==> src/hdl/heartbeat_fault_annunciator_core_assert.svh <==
// Assertion macros shared by the heartbeat fault annunciator modules
`ifndef HEARTBEAT_FAULT_ANNUNCIATOR_CORE_ASSERT_SVH
`define HEARTBEAT_FAULT_ANNUNCIATOR_CORE_ASSERT_SVH

// check a condition at every clock edge outside reset
`define HFA_ASSERT_ALWAYS(lbl, cond, msg) \
	lbl: assert property (@(posedge clk) disable iff (!arst_n) (cond)) \
		else $error(msg);

// check a consequence in the cycle after the antecedent
`define HFA_ASSERT_NEXT(lbl, ante, cons, msg) \
	lbl: assert property (@(posedge clk) disable iff (!arst_n) (ante) |=> (cons)) \
		else $error(msg);

`endif

==> src/hdl/hfa_pkg.sv <==
// Package: shared types, constants and helpers of the heartbeat fault annunciator
package hfa_pkg;

	localparam int NUM_CHANNELS   = 8;
	localparam int NUM_EXCEPTIONS = 4;
	localparam int AGE_W          = 16;
	localparam int CH_W           = 3;
	localparam int EXC_W          = 4;
	localparam int TONE_W         = 5;
	localparam int BEEP_W         = 4;
	localparam int CFG_IDX_W      = 2;
	localparam int CFG_DATA_W     = 16;

	localparam logic [AGE_W-1:0] DEVICE_TIMEOUT_RST = 16'd200;
	localparam logic [AGE_W-1:0] BEEP_PERIOD_RST    = 16'd400;
	localparam logic [AGE_W-1:0] LINK_TIMEOUT_RST   = 16'd500;
	localparam logic [CH_W-1:0]  EXEMPT_RST         = 3'd0;

	typedef enum logic [1:0] {
		ACT_TICK    = 2'd0,
		ACT_CHAN_HB = 2'd1,
		ACT_LINK_HB = 2'd2,
		ACT_NONE    = 2'd3
	} action_t;

	typedef enum logic [CFG_IDX_W-1:0] {
		REG_DEVICE_TIMEOUT = 2'd0,
		REG_BEEP_PERIOD    = 2'd1,
		REG_LINK_TIMEOUT   = 2'd2,
		REG_EXEMPT_CHANNEL = 2'd3
	} cfg_reg_t;

	typedef logic [NUM_CHANNELS-1:0] mask_t;

	typedef struct packed {
		logic              fire;
		action_t           action;
		logic [CH_W-1:0]   channel;
		logic [EXC_W-1:0]  exception_flags;
		logic              switch_down;
		logic              startup_busy;
	} step_t;

	typedef struct packed {
		logic [AGE_W-1:0] device_timeout;
		logic [AGE_W-1:0] beep_period;
		logic [AGE_W-1:0] link_timeout;
		logic [CH_W-1:0]  exempt_channel;
	} cfg_t;

	typedef struct packed {
		logic              tone_request;
		logic              tone_silent;
		logic [TONE_W-1:0] tone_index;
		mask_t             offline_mask;
	} result_t;

	function automatic logic [AGE_W-1:0] sat_inc(input logic [AGE_W-1:0] v);
		return (v == {AGE_W{1'b1}}) ? v : v + {{(AGE_W-1){1'b0}}, 1'b1};
	endfunction

endpackage

==> src/hdl/hfa_channel_bank.sv <==
// Channel bank: per-channel heartbeat ages and the offline judgement
module hfa_channel_bank (
	input  logic           clk,
	input  logic           arst_n,
	input  hfa_pkg::step_t step,
	input  hfa_pkg::cfg_t  cfg,
	output hfa_pkg::mask_t mask
);
	import hfa_pkg::*;

	logic [AGE_W-1:0] age_q   [NUM_CHANNELS];
	logic [AGE_W-1:0] age_nxt [NUM_CHANNELS];

	always_comb begin
		for (int i = 0; i < NUM_CHANNELS; i++) begin
			age_nxt[i] = age_q[i];
			case (step.action)
				ACT_TICK: begin
					age_nxt[i] = sat_inc(age_q[i]);
				end
				ACT_CHAN_HB: begin
					if (step.channel == CH_W'(i)) begin
						age_nxt[i] = '0;
					end
				end
				default: begin
					age_nxt[i] = age_q[i];
				end
			endcase
			mask[i] = (age_nxt[i] >= cfg.device_timeout) &&
				!(step.switch_down && (cfg.exempt_channel == CH_W'(i)));
		end
	end

	always_ff @(posedge clk or negedge arst_n) begin
		if (!arst_n) begin
			for (int i = 0; i < NUM_CHANNELS; i++) begin
				age_q[i] <= '0;
			end
		end else if (step.fire) begin
			for (int i = 0; i < NUM_CHANNELS; i++) begin
				age_q[i] <= age_nxt[i];
			end
		end
	end

endmodule

==> src/hdl/hfa_tone_ctrl.sv <==
// Tone control: link age, beep slot timing and tone command priority
`include "heartbeat_fault_annunciator_core_assert.svh"

module hfa_tone_ctrl (
	input  logic             clk,
	input  logic             arst_n,
	input  hfa_pkg::step_t   step,
	input  hfa_pkg::cfg_t    cfg,
	input  hfa_pkg::mask_t   mask,
	output hfa_pkg::result_t res
);
	import hfa_pkg::*;

	logic [AGE_W-1:0]  link_q;
	logic [AGE_W-1:0]  slot_q;
	logic [BEEP_W-1:0] beep_q;

	logic [AGE_W-1:0]  link_nxt;
	logic [AGE_W-1:0]  slot_inc;
	logic              slot_end;
	logic              is_tick;
	logic [CH_W-1:0]   first;
	logic [1:0]        exc;
	logic              has_exc;
	logic              beep_mode;
	logic              beep_half;
	logic [BEEP_W:0]   beep_inc;
	logic [BEEP_W:0]   beep_lim;
	logic [BEEP_W-1:0] beep_nxt;

	always_comb begin
		is_tick  = (step.action == ACT_TICK);
		link_nxt = link_q;
		case (step.action)
			ACT_TICK:    link_nxt = sat_inc(link_q);
			ACT_LINK_HB: link_nxt = '0;
			default:     link_nxt = link_q;
		endcase
		slot_inc  = sat_inc(slot_q);
		slot_end  = slot_inc >= cfg.beep_period;
		beep_half = {1'b0, slot_inc, 1'b0} < {2'b00, cfg.beep_period};

		first = '0;
		for (int i = NUM_CHANNELS - 1; i >= 0; i--) begin
			if (mask[i]) begin
				first = CH_W'(i);
			end
		end
		exc     = '0;
		has_exc = 1'b0;
		for (int i = NUM_EXCEPTIONS - 1; i >= 0; i--) begin
			if (step.exception_flags[i]) begin
				exc     = 2'(i);
				has_exc = 1'b1;
			end
		end

		beep_inc = {1'b0, beep_q} + (BEEP_W+1)'(1);
		beep_lim = (BEEP_W+1)'(first) + (BEEP_W+1)'(2);
		beep_nxt = (beep_inc > beep_lim) ? '0 : beep_inc[BEEP_W-1:0];

		res              = '0;
		res.offline_mask = mask;
		beep_mode        = 1'b0;
		if (is_tick && !step.startup_busy) begin
			if (link_nxt > cfg.link_timeout) begin
				res.tone_request = 1'b1;
				res.tone_silent  = 1'b1;
			end else if (has_exc) begin
				res.tone_request = 1'b1;
				res.tone_index   = TONE_W'(exc);
			end else if (mask == '0) begin
				res.tone_request = 1'b1;
				res.tone_silent  = 1'b1;
			end else begin
				beep_mode = 1'b1;
				if (beep_half) begin
					res.tone_request = 1'b1;
					if ({1'b0, beep_q} <= (BEEP_W+1)'(first)) begin
						res.tone_index = TONE_W'(beep_q);
					end else begin
						res.tone_silent = 1'b1;
					end
				end
			end
		end
	end

	always_ff @(posedge clk or negedge arst_n) begin
		if (!arst_n) begin
			link_q <= '0;
			slot_q <= '0;
			beep_q <= '0;
		end else if (step.fire) begin
			link_q <= link_nxt;
			if (is_tick) begin
				slot_q <= slot_end ? '0 : slot_inc;
				if (beep_mode && slot_end) begin
					beep_q <= beep_nxt;
				end
			end
		end
	end

	`HFA_ASSERT_ALWAYS(a_idle_cmd_clean, res.tone_request || (!res.tone_silent && res.tone_index == '0), "tone fields set without a request")
	`HFA_ASSERT_ALWAYS(a_silence_no_note, !res.tone_silent || res.tone_index == '0, "silence carries a note")
	`HFA_ASSERT_NEXT(a_slot_wraps, step.fire && is_tick && slot_end, slot_q == '0, "slot phase did not wrap at slot end")

endmodule

==> src/hdl/hfa_out_buf.sv <==
// Output buffer: result register with a skid entry
`include "heartbeat_fault_annunciator_core_assert.svh"

module hfa_out_buf (
	input  logic             clk,
	input  logic             arst_n,
	input  logic             push,
	input  hfa_pkg::result_t push_data,
	output logic             full,
	output logic             out_valid,
	input  logic             out_stall,
	output hfa_pkg::result_t out_data
);
	import hfa_pkg::*;

	logic    main_valid_q;
	logic    skid_valid_q;
	result_t main_q;
	result_t skid_q;
	logic    pop;

	assign pop       = main_valid_q && !out_stall;
	assign full      = skid_valid_q;
	assign out_valid = main_valid_q;
	assign out_data  = main_q;

	always_ff @(posedge clk or negedge arst_n) begin
		if (!arst_n) begin
			main_valid_q <= 1'b0;
			skid_valid_q <= 1'b0;
		end else if (!main_valid_q || pop) begin
			if (skid_valid_q) begin
				main_valid_q <= 1'b1;
				skid_valid_q <= 1'b0;
			end else begin
				main_valid_q <= push;
			end
		end else if (push) begin
			skid_valid_q <= 1'b1;
		end
	end

	always_ff @(posedge clk) begin
		if (!main_valid_q || pop) begin
			main_q <= skid_valid_q ? skid_q : push_data;
		end else if (push) begin
			skid_q <= push_data;
		end
	end

	`HFA_ASSERT_ALWAYS(a_skid_behind_main, !skid_valid_q || main_valid_q, "skid entry held with empty result register")
	`HFA_ASSERT_NEXT(a_stall_holds, main_valid_q && out_stall, main_valid_q, "result dropped while stalled")
	`HFA_ASSERT_NEXT(a_push_to_skid, main_valid_q && out_stall && push, skid_valid_q, "transfer lost while result register stalled")

endmodule

==> src/hdl/heartbeat_fault_annunciator_core.sv <==
// Top level of the heartbeat fault annunciator
//
// Usage: every input transfer (in_valid high, in_stall low) carries one event:
// a one millisecond tick, a device channel heartbeat or a controller link
// heartbeat. Each transfer yields exactly one result on the output channel
// (out_valid, held until out_stall is low): the offline mask and, on ticks,
// a tone command (request, silence flag, note index).
// The result of a transfer is registered and shown from the cycle after
// acceptance unless the receiver stalls. Throughput is one transfer per cycle
// while in_stall is low; ages, offline compares and tone priority are combinational.
// When the receiver stalls, the result register holds and a skid entry takes
// one more transfer; in_stall rises only while that skid entry is occupied.
// Configuration: cfg_valid/cfg_ready write register cfg_index with cfg_data;
// cfg_ready is always high. Write only while no transfer is in flight.
// Reset (arst_n low) clears all ages, the slot phase and the beep counter,
// loads the default timeouts and empties the output buffer.
module heartbeat_fault_annunciator_core (
	input  logic                          clk,
	input  logic                          arst_n,
	input  logic                          in_valid,
	output logic                          in_stall,
	input  logic [1:0]                    action,
	input  logic [hfa_pkg::CH_W-1:0]      channel,
	input  logic [hfa_pkg::EXC_W-1:0]     exception_flags,
	input  logic                          switch_down,
	input  logic                          startup_busy,
	output logic                          out_valid,
	input  logic                          out_stall,
	output logic                          tone_request,
	output logic                          tone_silent,
	output logic [hfa_pkg::TONE_W-1:0]    tone_index,
	output logic [hfa_pkg::NUM_CHANNELS-1:0] offline_mask,
	input  logic                          cfg_valid,
	output logic                          cfg_ready,
	input  logic [hfa_pkg::CFG_IDX_W-1:0]  cfg_index,
	input  logic [hfa_pkg::CFG_DATA_W-1:0] cfg_data
);
	import hfa_pkg::*;

	cfg_t    cfg_q;
	step_t   step;
	mask_t   mask;
	result_t res;
	result_t out_data;
	logic    full;

	assign cfg_ready = 1'b1;
	assign in_stall  = full;

	always_comb begin
		step.fire            = in_valid && !full;
		step.action          = action_t'(action);
		step.channel         = channel;
		step.exception_flags = exception_flags;
		step.switch_down     = switch_down;
		step.startup_busy    = startup_busy;
	end

	always_ff @(posedge clk or negedge arst_n) begin
		if (!arst_n) begin
			cfg_q.device_timeout <= DEVICE_TIMEOUT_RST;
			cfg_q.beep_period    <= BEEP_PERIOD_RST;
			cfg_q.link_timeout   <= LINK_TIMEOUT_RST;
			cfg_q.exempt_channel <= EXEMPT_RST;
		end else if (cfg_valid && cfg_ready) begin
			case (cfg_reg_t'(cfg_index))
				REG_DEVICE_TIMEOUT: cfg_q.device_timeout <= cfg_data;
				REG_BEEP_PERIOD:    cfg_q.beep_period    <= cfg_data;
				REG_LINK_TIMEOUT:   cfg_q.link_timeout   <= cfg_data;
				REG_EXEMPT_CHANNEL: cfg_q.exempt_channel <= cfg_data[CH_W-1:0];
				default:            cfg_q <= cfg_q;
			endcase
		end
	end

	hfa_channel_bank u_bank (
		.clk    (clk),
		.arst_n (arst_n),
		.step   (step),
		.cfg    (cfg_q),
		.mask   (mask)
	);

	hfa_tone_ctrl u_tone (
		.clk    (clk),
		.arst_n (arst_n),
		.step   (step),
		.cfg    (cfg_q),
		.mask   (mask),
		.res    (res)
	);

	hfa_out_buf u_obuf (
		.clk       (clk),
		.arst_n    (arst_n),
		.push      (step.fire),
		.push_data (res),
		.full      (full),
		.out_valid (out_valid),
		.out_stall (out_stall),
		.out_data  (out_data)
	);

	assign tone_request = out_data.tone_request;
	assign tone_silent  = out_data.tone_silent;
	assign tone_index   = out_data.tone_index;
	assign offline_mask = out_data.offline_mask;

endmodule
==> config.mk <==
export PLATFORM = sky130hd
export DESIGN_NAME = heartbeat_fault_annunciator_core
export DESIGN_NICKNAME = d
export VERILOG_FILES = /design/src/hdl/hfa_pkg.sv /design/src/hdl/hfa_channel_bank.sv /design/src/hdl/hfa_tone_ctrl.sv /design/src/hdl/hfa_out_buf.sv /design/src/hdl/heartbeat_fault_annunciator_core.sv
export VERILOG_INCLUDE_DIRS = /design/src /design/src/hdl
export SDC_FILE = /design/constraint.sdc
export NUM_CORES = 1
export LEC_CHECK = 0
export BUFFER_PORTS_ARGS = -buffer_cell sky130_fd_sc_hd__buf_4
export CORE_MARGIN = 2
export CORE_UTILIZATION = 55
export CTS_CLUSTER_SIZE = 28
export DETAILED_ROUTE_END_ITERATION = 6
export PLACE_DENSITY = 0.72
export SYNTH_ARGS = -nofsm -noshare
export SYNTH_HDL_FRONTEND = slang
export SYNTH_SLANG_ARGS = --single-unit
export TNS_END_PERCENT = 1
==> constraint.sdc <==
create_clock -name clk -period 6.7 [get_ports clk]
set_clock_uncertainty 0.1 [all_clocks]
set_input_delay 1.34 -clock clk [delete_from_list [all_inputs] [get_ports clk]]
set_output_delay 1.34 -clock clk [all_outputs]
set_load 0.01 [all_outputs]
==> results by group, run 1 <==
Outcome
  • Status: finished, final reports clean

Drt
  • Drt total wl: 51.0 mm
  • Vias per cell: 6.36
  • DR DRC count: 0
  • Per-cell routed wire length: between 15 and 20 um
  • Initial DRC Count: 1491
  • Drt pass-1 iters: 6
  • Vias after detailed routing: 16700
  • ANT nets after route: 0

Placed design
  • Placed Cells: 2577
  • Routability cong.: 0.892
  • # port buffers: 49
  • Dpl hpwl: about 35 mm
  • Placed cell area: 19200 um2

CTS
  • CTS clock-pin slew for the worst setup and hold paths: 60 ps
  • Total CTS buffers: 29
  • Hold buffers post-CTS: 0
  • CTS Sinks: 245
  • H-tree levels: 1
  • CTS max path bufs: 3
  • Latest clock arrival within the worst-skew pair: 560 ps
  • Postcts setup bufs: 0
  • Clk root buf: clkbuf_16
  • Resized Gates After CTS: 0
  • TritonCTS clock tree: yes

STA
  • Max-slew headroom: between 20% and 30%
  • Slew @ Worst Pin: 1180 ps
  • Fin Setup TNS: 0 ps
  • Final critical-path required period: 5890 ps
  • Setup Viol. Count Final: 0
  • Final hold viol count: 0
  • Tcrit/Tclk final: between 80% and 90%
  • RSZ-0062 raised after global routing: false
  • Pins Over Slew Limit: 0
  • Hold WS: 407 ps
  • Fmax: 170 MHz

Synth
  • Most common cell in the netlist: nand2_1
  • Synth area leaders: dfrtp_1 28%, ha_1 13%, nand2_1 5.7%
  • Prevailing post-synth register cell: dfrtp_1
  • Adder-Cell Fraction of Synth Area: a little over an eighth
  • FF+latch count, synth: 245
  • Simple-gate area share of the yosys netlist: between 20% and 30%
  • Post-Syn Instances: 2141
  • EDFF count, synth: 28
  • Synth cell types: 92
  • Avg Inst Size Synth: 8.58 um2
  • Commonest cells in the netlist: 277 x nand2_1, 205 x dfrtp_1, 200 x o21ai_0, 194 x ha_1, 180 x nor2_1
  • Post-Syn Area: roughly 18000 um2
  • Synth top area share: 27.9%
  • Post-synthesis xor/xnor area fraction: 1.10%
  • Yosys warnings: 0
  • Post-synthesis mux area share: between 4 and 5%
  • Sequential share of the synthesized area: about a third
  • Largest family of logic cells by synthesized area: simple AND/OR/NAND/NOR gates
  • Yosys top cell by area: dfrtp_1
  • Async set-reset flop share out of synthesis: between 80% and 90%
  • Complex-gate fraction of the synthesized area: 21.2%

Power and ir drop
  • LEAKAGE: 9.17 nW
  • Worst vdd ir: 0.197 mV
  • Power per cell area: between 200 and 300 nW/um2

Global route
  • Grt total ovfl: 0
  • Initial antenna violation count: 0
  • Vias in the first global route: 15600
  • All-Layer GR Usage: roughly 29%
  • Largest net degree at the start of global routing: 122
  • Global-route wire length before repair: between 80 and 90 mm

Critical path
  • Setup Crit Path Kind: in2reg
  • Setup crit start kind: input port
  • Crit. Startpoint: action[0]
  • WP data required: ~7000 ps
  • Worst r2r src: u_bank.age_q[52]
  • Critical Path End Type: flop
  • WP data arrival: 6230 ps
  • R2R Setup Slk: 850 ps
  • CP max FO: 21

Final layout
  • Inserted Diodes: 0
  • Final nets: 2394
  • Layout area overhead: 10.1%
  • Final instance area: 20200 um2
  • Number of cells in the finished layout apart from fillers: around 2600
  • Layout cells sized above 1: 11.3%
  • Fillcell total: approximately 2800

Min path
  • Critical hold path startpoint: u_tone.link_q[12]
  • Hold WC Path Type: reg2reg

Floorplanning
  • Top Ports: 52
  • Starting density of the core: 56.2%
  • Die area: 34900 um2
  • Area of the core: 32700 um2
  • Die width: ~190 um
  • Core Rows: 66
  • Die Y: 187 um

Flow run
  • Max-cap violations: 0
[worst max-delay path, stage by stage]
cell and delay [ps]:
buf_4 180, nor2_2 110, buf_4 220, o31a_1 190, nand4_1 260, or2_2 400
nand3_1 80, o21ai_0 100, ha_1 310, a211oi_1 230, o21ai_0 130, o2bb2ai_1 140
a21oi_1 320, inv_1 160, nor4_4 300, nand3b_1 170, inv_1 60, ha_1 270
inv_1 40, ha_1 290, o21ai_0 80, nand2b_1 70, a21oi_1 70, a41oi_1 230
a31o_2 170, nor2_1 40, mux2_4 270
[area by class of cell]
type	instances	area [um2]	area share (%)
Clock buffer	39	813	4.02
Inverter	83	312	1.54
Tap cell	442	553	2.73
Sequential cell	245	6290	31.1
Timing Repair Buffer	82	636	3.14
Multi-Input combinational cell	1725	11400	56.4
Clock inverter	15	210	1.04
[path summary, 6_finish.rpt]
path,endpoint,cells after the start
min,u_tone.link_q[12],2
max reg2reg,u_tone.beep_q[0],25
max in group asynchronous,u_bank.age_q[120],2
max,u_tone.beep_q[0],27
min in group asynchronous,u_tone.beep_q[0],1
min reg2reg,u_tone.link_q[12],2
[power by group]
group	internal (mW)	switching, mW	total (mW)
Sequential	1.70	0.211	1.91
Clock	1.04	0.662	1.70
Combinational	0.574	0.868	1.44
Total	3.32	1.74	5.06
[cells in the final DEF, fill, tap and decap left out, drive strengths merged, types with 73 or more instances in the layout]
cell	count
a21oi	122
nand2	278
nor2	183
nand3	114
buf	82
inv	84
a31oi	73
o21ai	206
ha	194
dfrtp	205
[flip-flops by register name (all words and copies together) (netlist names)]
name / count
u_tone.link_q: 16
u_bank.age_q: 128
u_obuf.skid_q: 14
u_obuf.out_data: 14
u_obuf.full: 1
u_tone.beep_q: 4
u_tone.slot_q: 16
u_obuf.out_valid: 1
cfg_q: 51
[cells by family (layout without fill, tap and decap cells)]
logic type               Yosys count  after routing
XOR/XNOR                          23             23
AND/OR/NAND/NOR                  810            810
adder cells (fa/ha/maj)          194            194
flip-flops                       245            245
buffers and inverters            172            219
multiplexers                      78             78
AO/OA/AOI/OAI                    617            617
other                              2              3
[per-stage QoR]
step / power [mW] / util (%) / setup slack, ps
6_report: 5.06 / 61.8 / 809
5_1_grt: 5.36 / 61.8 / 382
4_1_cts: 5.07 / 61.8 / 813
3_5_place_dp: 3.36 / 58.7 / 251
3_3_place_gp: 3.28 / 58.7 / 363
2_1_floorplan: 2.88 / - / 725
[layer usage]
layer | global-route usage, % | vias up | part of all wire (%)
li1 | - | 8018 | -
met1 | 40.1 | 8014 | 44
met2 | 46.2 | 578 | 45
met3 | 3.57 | 123 | 6.9
met4 | 10.4 | 0 | 3.8
met5 | 0 | - | 0
No activity file was read; power rests on OpenSTA's default activity.
==> run 2, diff against run 1 <==
- TNS_END_PERCENT: 1 -> unset
- clock period: 6.7 -> 6.95 ns (I/O delays scaled with it)
==> run 2 against run 1 <==
- clock-buffer cell count is 5 lower
- setup slack improved by 160 ps
- total power decreased by 5.6%
- register-to-register slack better by 120 ps
- cell count did not move
- hold slack worse by 9.0 ps
- critical path depth grew 1
- largest cell class unchanged
==> results by group, run 2 (synthesized netlist as in run 1, its figures left out) <==
Outcome
  • Status: finished, final reports clean (unchanged)

Placed design
  • Pre-CTS setup slack: 416 ps (was 251 ps)
  • Dpl hpwl: 35.4 mm (was 35.2 mm)
  • # port buffers: 49 (unchanged)
  • Routability cong.: 0.891 (was 0.892)

STA
  • Final critical-path required period: 5980 ps
  • Pins Over Slew Limit: 0 (unchanged)
  • Final hold viol count: 0 (unchanged)
  • Final Worst Setup Slack: 971 ps (was 809 ps)
  • Fin Setup TNS: 0 ps (unchanged)
  • Setup Viol. Count Final: 0 (unchanged)
  • Fmax: around 170 MHz
  • RSZ-0062 raised after global routing: false (unchanged)
  • Hold WS: 398 ps (was 407 ps)
  • Max-slew headroom: 25.5% (was 21.0%)
  • Slew @ Worst Pin: 1110 ps (was 1180 ps)
  • Tcrit/Tclk final: 86.0%

Power and ir drop
  • Worst vdd ir: 0.193 mV (was 0.197 mV)
  • Power per cell area: 237 nW/um2 (was 250 nW/um2)
  • LEAKAGE: 9.13 nW (was 9.17 nW)

Drt
  • Drt total wl: 50.7 mm (was 51.0 mm)
  • Initial DRC Count: 1365 (was 1491)
  • Per-cell routed wire length: 19.3 um (was 19.4 um)
  • Vias per cell: 6.31 (was 6.36)
  • Drt pass-1 iters: 6 (unchanged)
  • DR DRC count: 0 (unchanged)
  • ANT nets after route: 0 (unchanged)
  • Vias after detailed routing: 16600 (was 16700)

Critical path
  • Critical Path End Type: flop (unchanged)
  • CP max FO: 24 (was 21)
  • WP data arrival: 6330 ps (was 6230 ps)
  • R2R Setup Slk: 970 ps (was 850 ps)
  • Setup Crit Path Kind: in2reg (unchanged)
  • WP data required: 7300 ps (was 7040 ps)
  • Setup crit start kind: input port (unchanged)

CTS
  • CTS max path bufs: 3 (unchanged)
  • TritonCTS clock tree: yes (unchanged)
  • Hold buffers post-CTS: 0 (unchanged)
  • CTS clock-pin slew for the worst setup and hold paths: 60 ps (about the same)
  • Resized Gates After CTS: 0 (unchanged)
  • Postcts setup bufs: 0 (unchanged)
  • Clk root buf: clkbuf_16 (unchanged)
  • Latest clock arrival within the worst-skew pair: 580 ps (was 560 ps)
  • CTS Sinks: 245 (unchanged)
  • H-tree levels: 1 (unchanged)
  • Total CTS buffers: 29 (unchanged)

Floorplanning
  • Top Ports: 52 (unchanged)
  • Die width: 187 um (unchanged)
  • Starting density of the core: 56.2% (unchanged)
  • Die area: 34900 um2 (unchanged)
  • Die Y: 187 um (unchanged)
  • Area of the core: 32700 um2 (unchanged)
  • Core Rows: 66 (unchanged)

Global route
  • All-Layer GR Usage: 28.8% (about the same)
  • Vias in the first global route: 15700 (was 15600)
  • Grt total ovfl: 0 (unchanged)
  • Initial antenna violation count: 1 (was 0)
  • Global-route wire length before repair: 82.0 mm (about the same)
  • Largest net degree at the start of global routing: 81 (was 122)

Final layout
  • Final nets: 2393 (was 2394)
  • Layout area overhead: 9.65% (was 10.1%)
  • Max FFs per register: 128 (unchanged)
  • Largest Register: u_bank.age_q (unchanged)
  • Layout cells sized above 1: 11.2% (was 11.3%)
  • Largest regs: u_bank.age_q x128, cfg_q x51 (unchanged)
  • Most frequent cells in the layout: 277 x nand2_1, 205 x dfrtp_1, 200 x o21ai_0, 194 x ha_1, 179 x nor2_1 (unchanged)
  • Commonest non-fill, non-tap cell in the layout: nand2_1 (unchanged)

Min path
  • Hold WC Path Type: reg2reg (unchanged)

Flow run
  • Max-cap violations: 0 (unchanged)
run 2: cell count changes in the layout (fill, tap and decap cells not counted), sizes merged:
cell      previous run  this run
diode                0         1
bufinv               5         3
clkinv               8        14
clkinvlp             1         2
buf                 82        81
clkbuf              39        34
run 2: per-stage QoR:
step	instance area (um2)	utilization, %	power (mW)	instances
6_report	20100	61.6	4.78	2631
5_1_grt	20100	61.6	5.08	2631
4_1_cts	20100	61.6	4.79	2630
3_5_place_dp	19200	58.7	3.24	2576
3_3_place_gp	19200	58.7	3.16	2576
2_1_floorplan	18400	-	2.78	2142
run 2: power breakdown:
part	internal, mW	total [mW]	switching [mW]
Sequential	1.64	1.84	0.202
Combinational	0.555	1.40	0.842
Clock	0.894	1.54	0.644
Total	3.09	4.78	1.69
run 2: worst max-delay path, cell delays in order:
cell and delay (ps):
buf_4 180, inv_1 150, nand2_1 140, buf_12 200, a31oi_1 160, buf_4 170, nand3_1 140, nor2_1 210
nor2_1 90, mux2_2 290, ha_1 290, a211o_1 310, a21oi_1 190, o31ai_1 130, a31o_2 290, nor4_4 230
nand3b_1 180, inv_1 60, ha_1 270, inv_1 40, ha_1 280, o21ai_0 90, nand2b_1 90, a21oi_1 60
a41oi_1 210, a31o_2 170, nor2_1 50, mux2_4 260
run 2: path summary, 6_finish.rpt:
kind / from / end / cells past startpoint
max: action[0] / u_tone.beep_q[0] / 28
min in group asynchronous: arst_n / u_bank.age_q[84] / 1
min: u_tone.link_q[12] / u_tone.link_q[12] / 2
max reg2reg: u_bank.age_q[51] / u_tone.beep_q[0] / 25
max in group asynchronous: arst_n / u_tone.link_q[13] / 2
min reg2reg: u_tone.link_q[12] / u_tone.link_q[12] / 2
run 2: final cells by class:
type / instances / area (um2)
antenna: 1 / 2.50
tap: 442 / 553
inverter: 83 / 312
clock inverter: 20 / 180
multi-input combinational: 1725 / 11400
timing repair buffer: 81 / 628
clock buffer: 34 / 764
fill: 2833 / 12600
sequential: 245 / 6290
run 2: per-layer routing:
metal / wire [um] / vias up / share of wire (%) / global-route usage (%)
li1: - / 8006 / - / -
met1: 22500 / 7961 / 44 / 39.5
met2: 23200 / 520 / 46 / 46.6
met3: 3090 / 103 / 6.1 / 3.72
met4: 1940 / 0 / 3.8 / 11.0
met5: 0 / - / 0 / 0
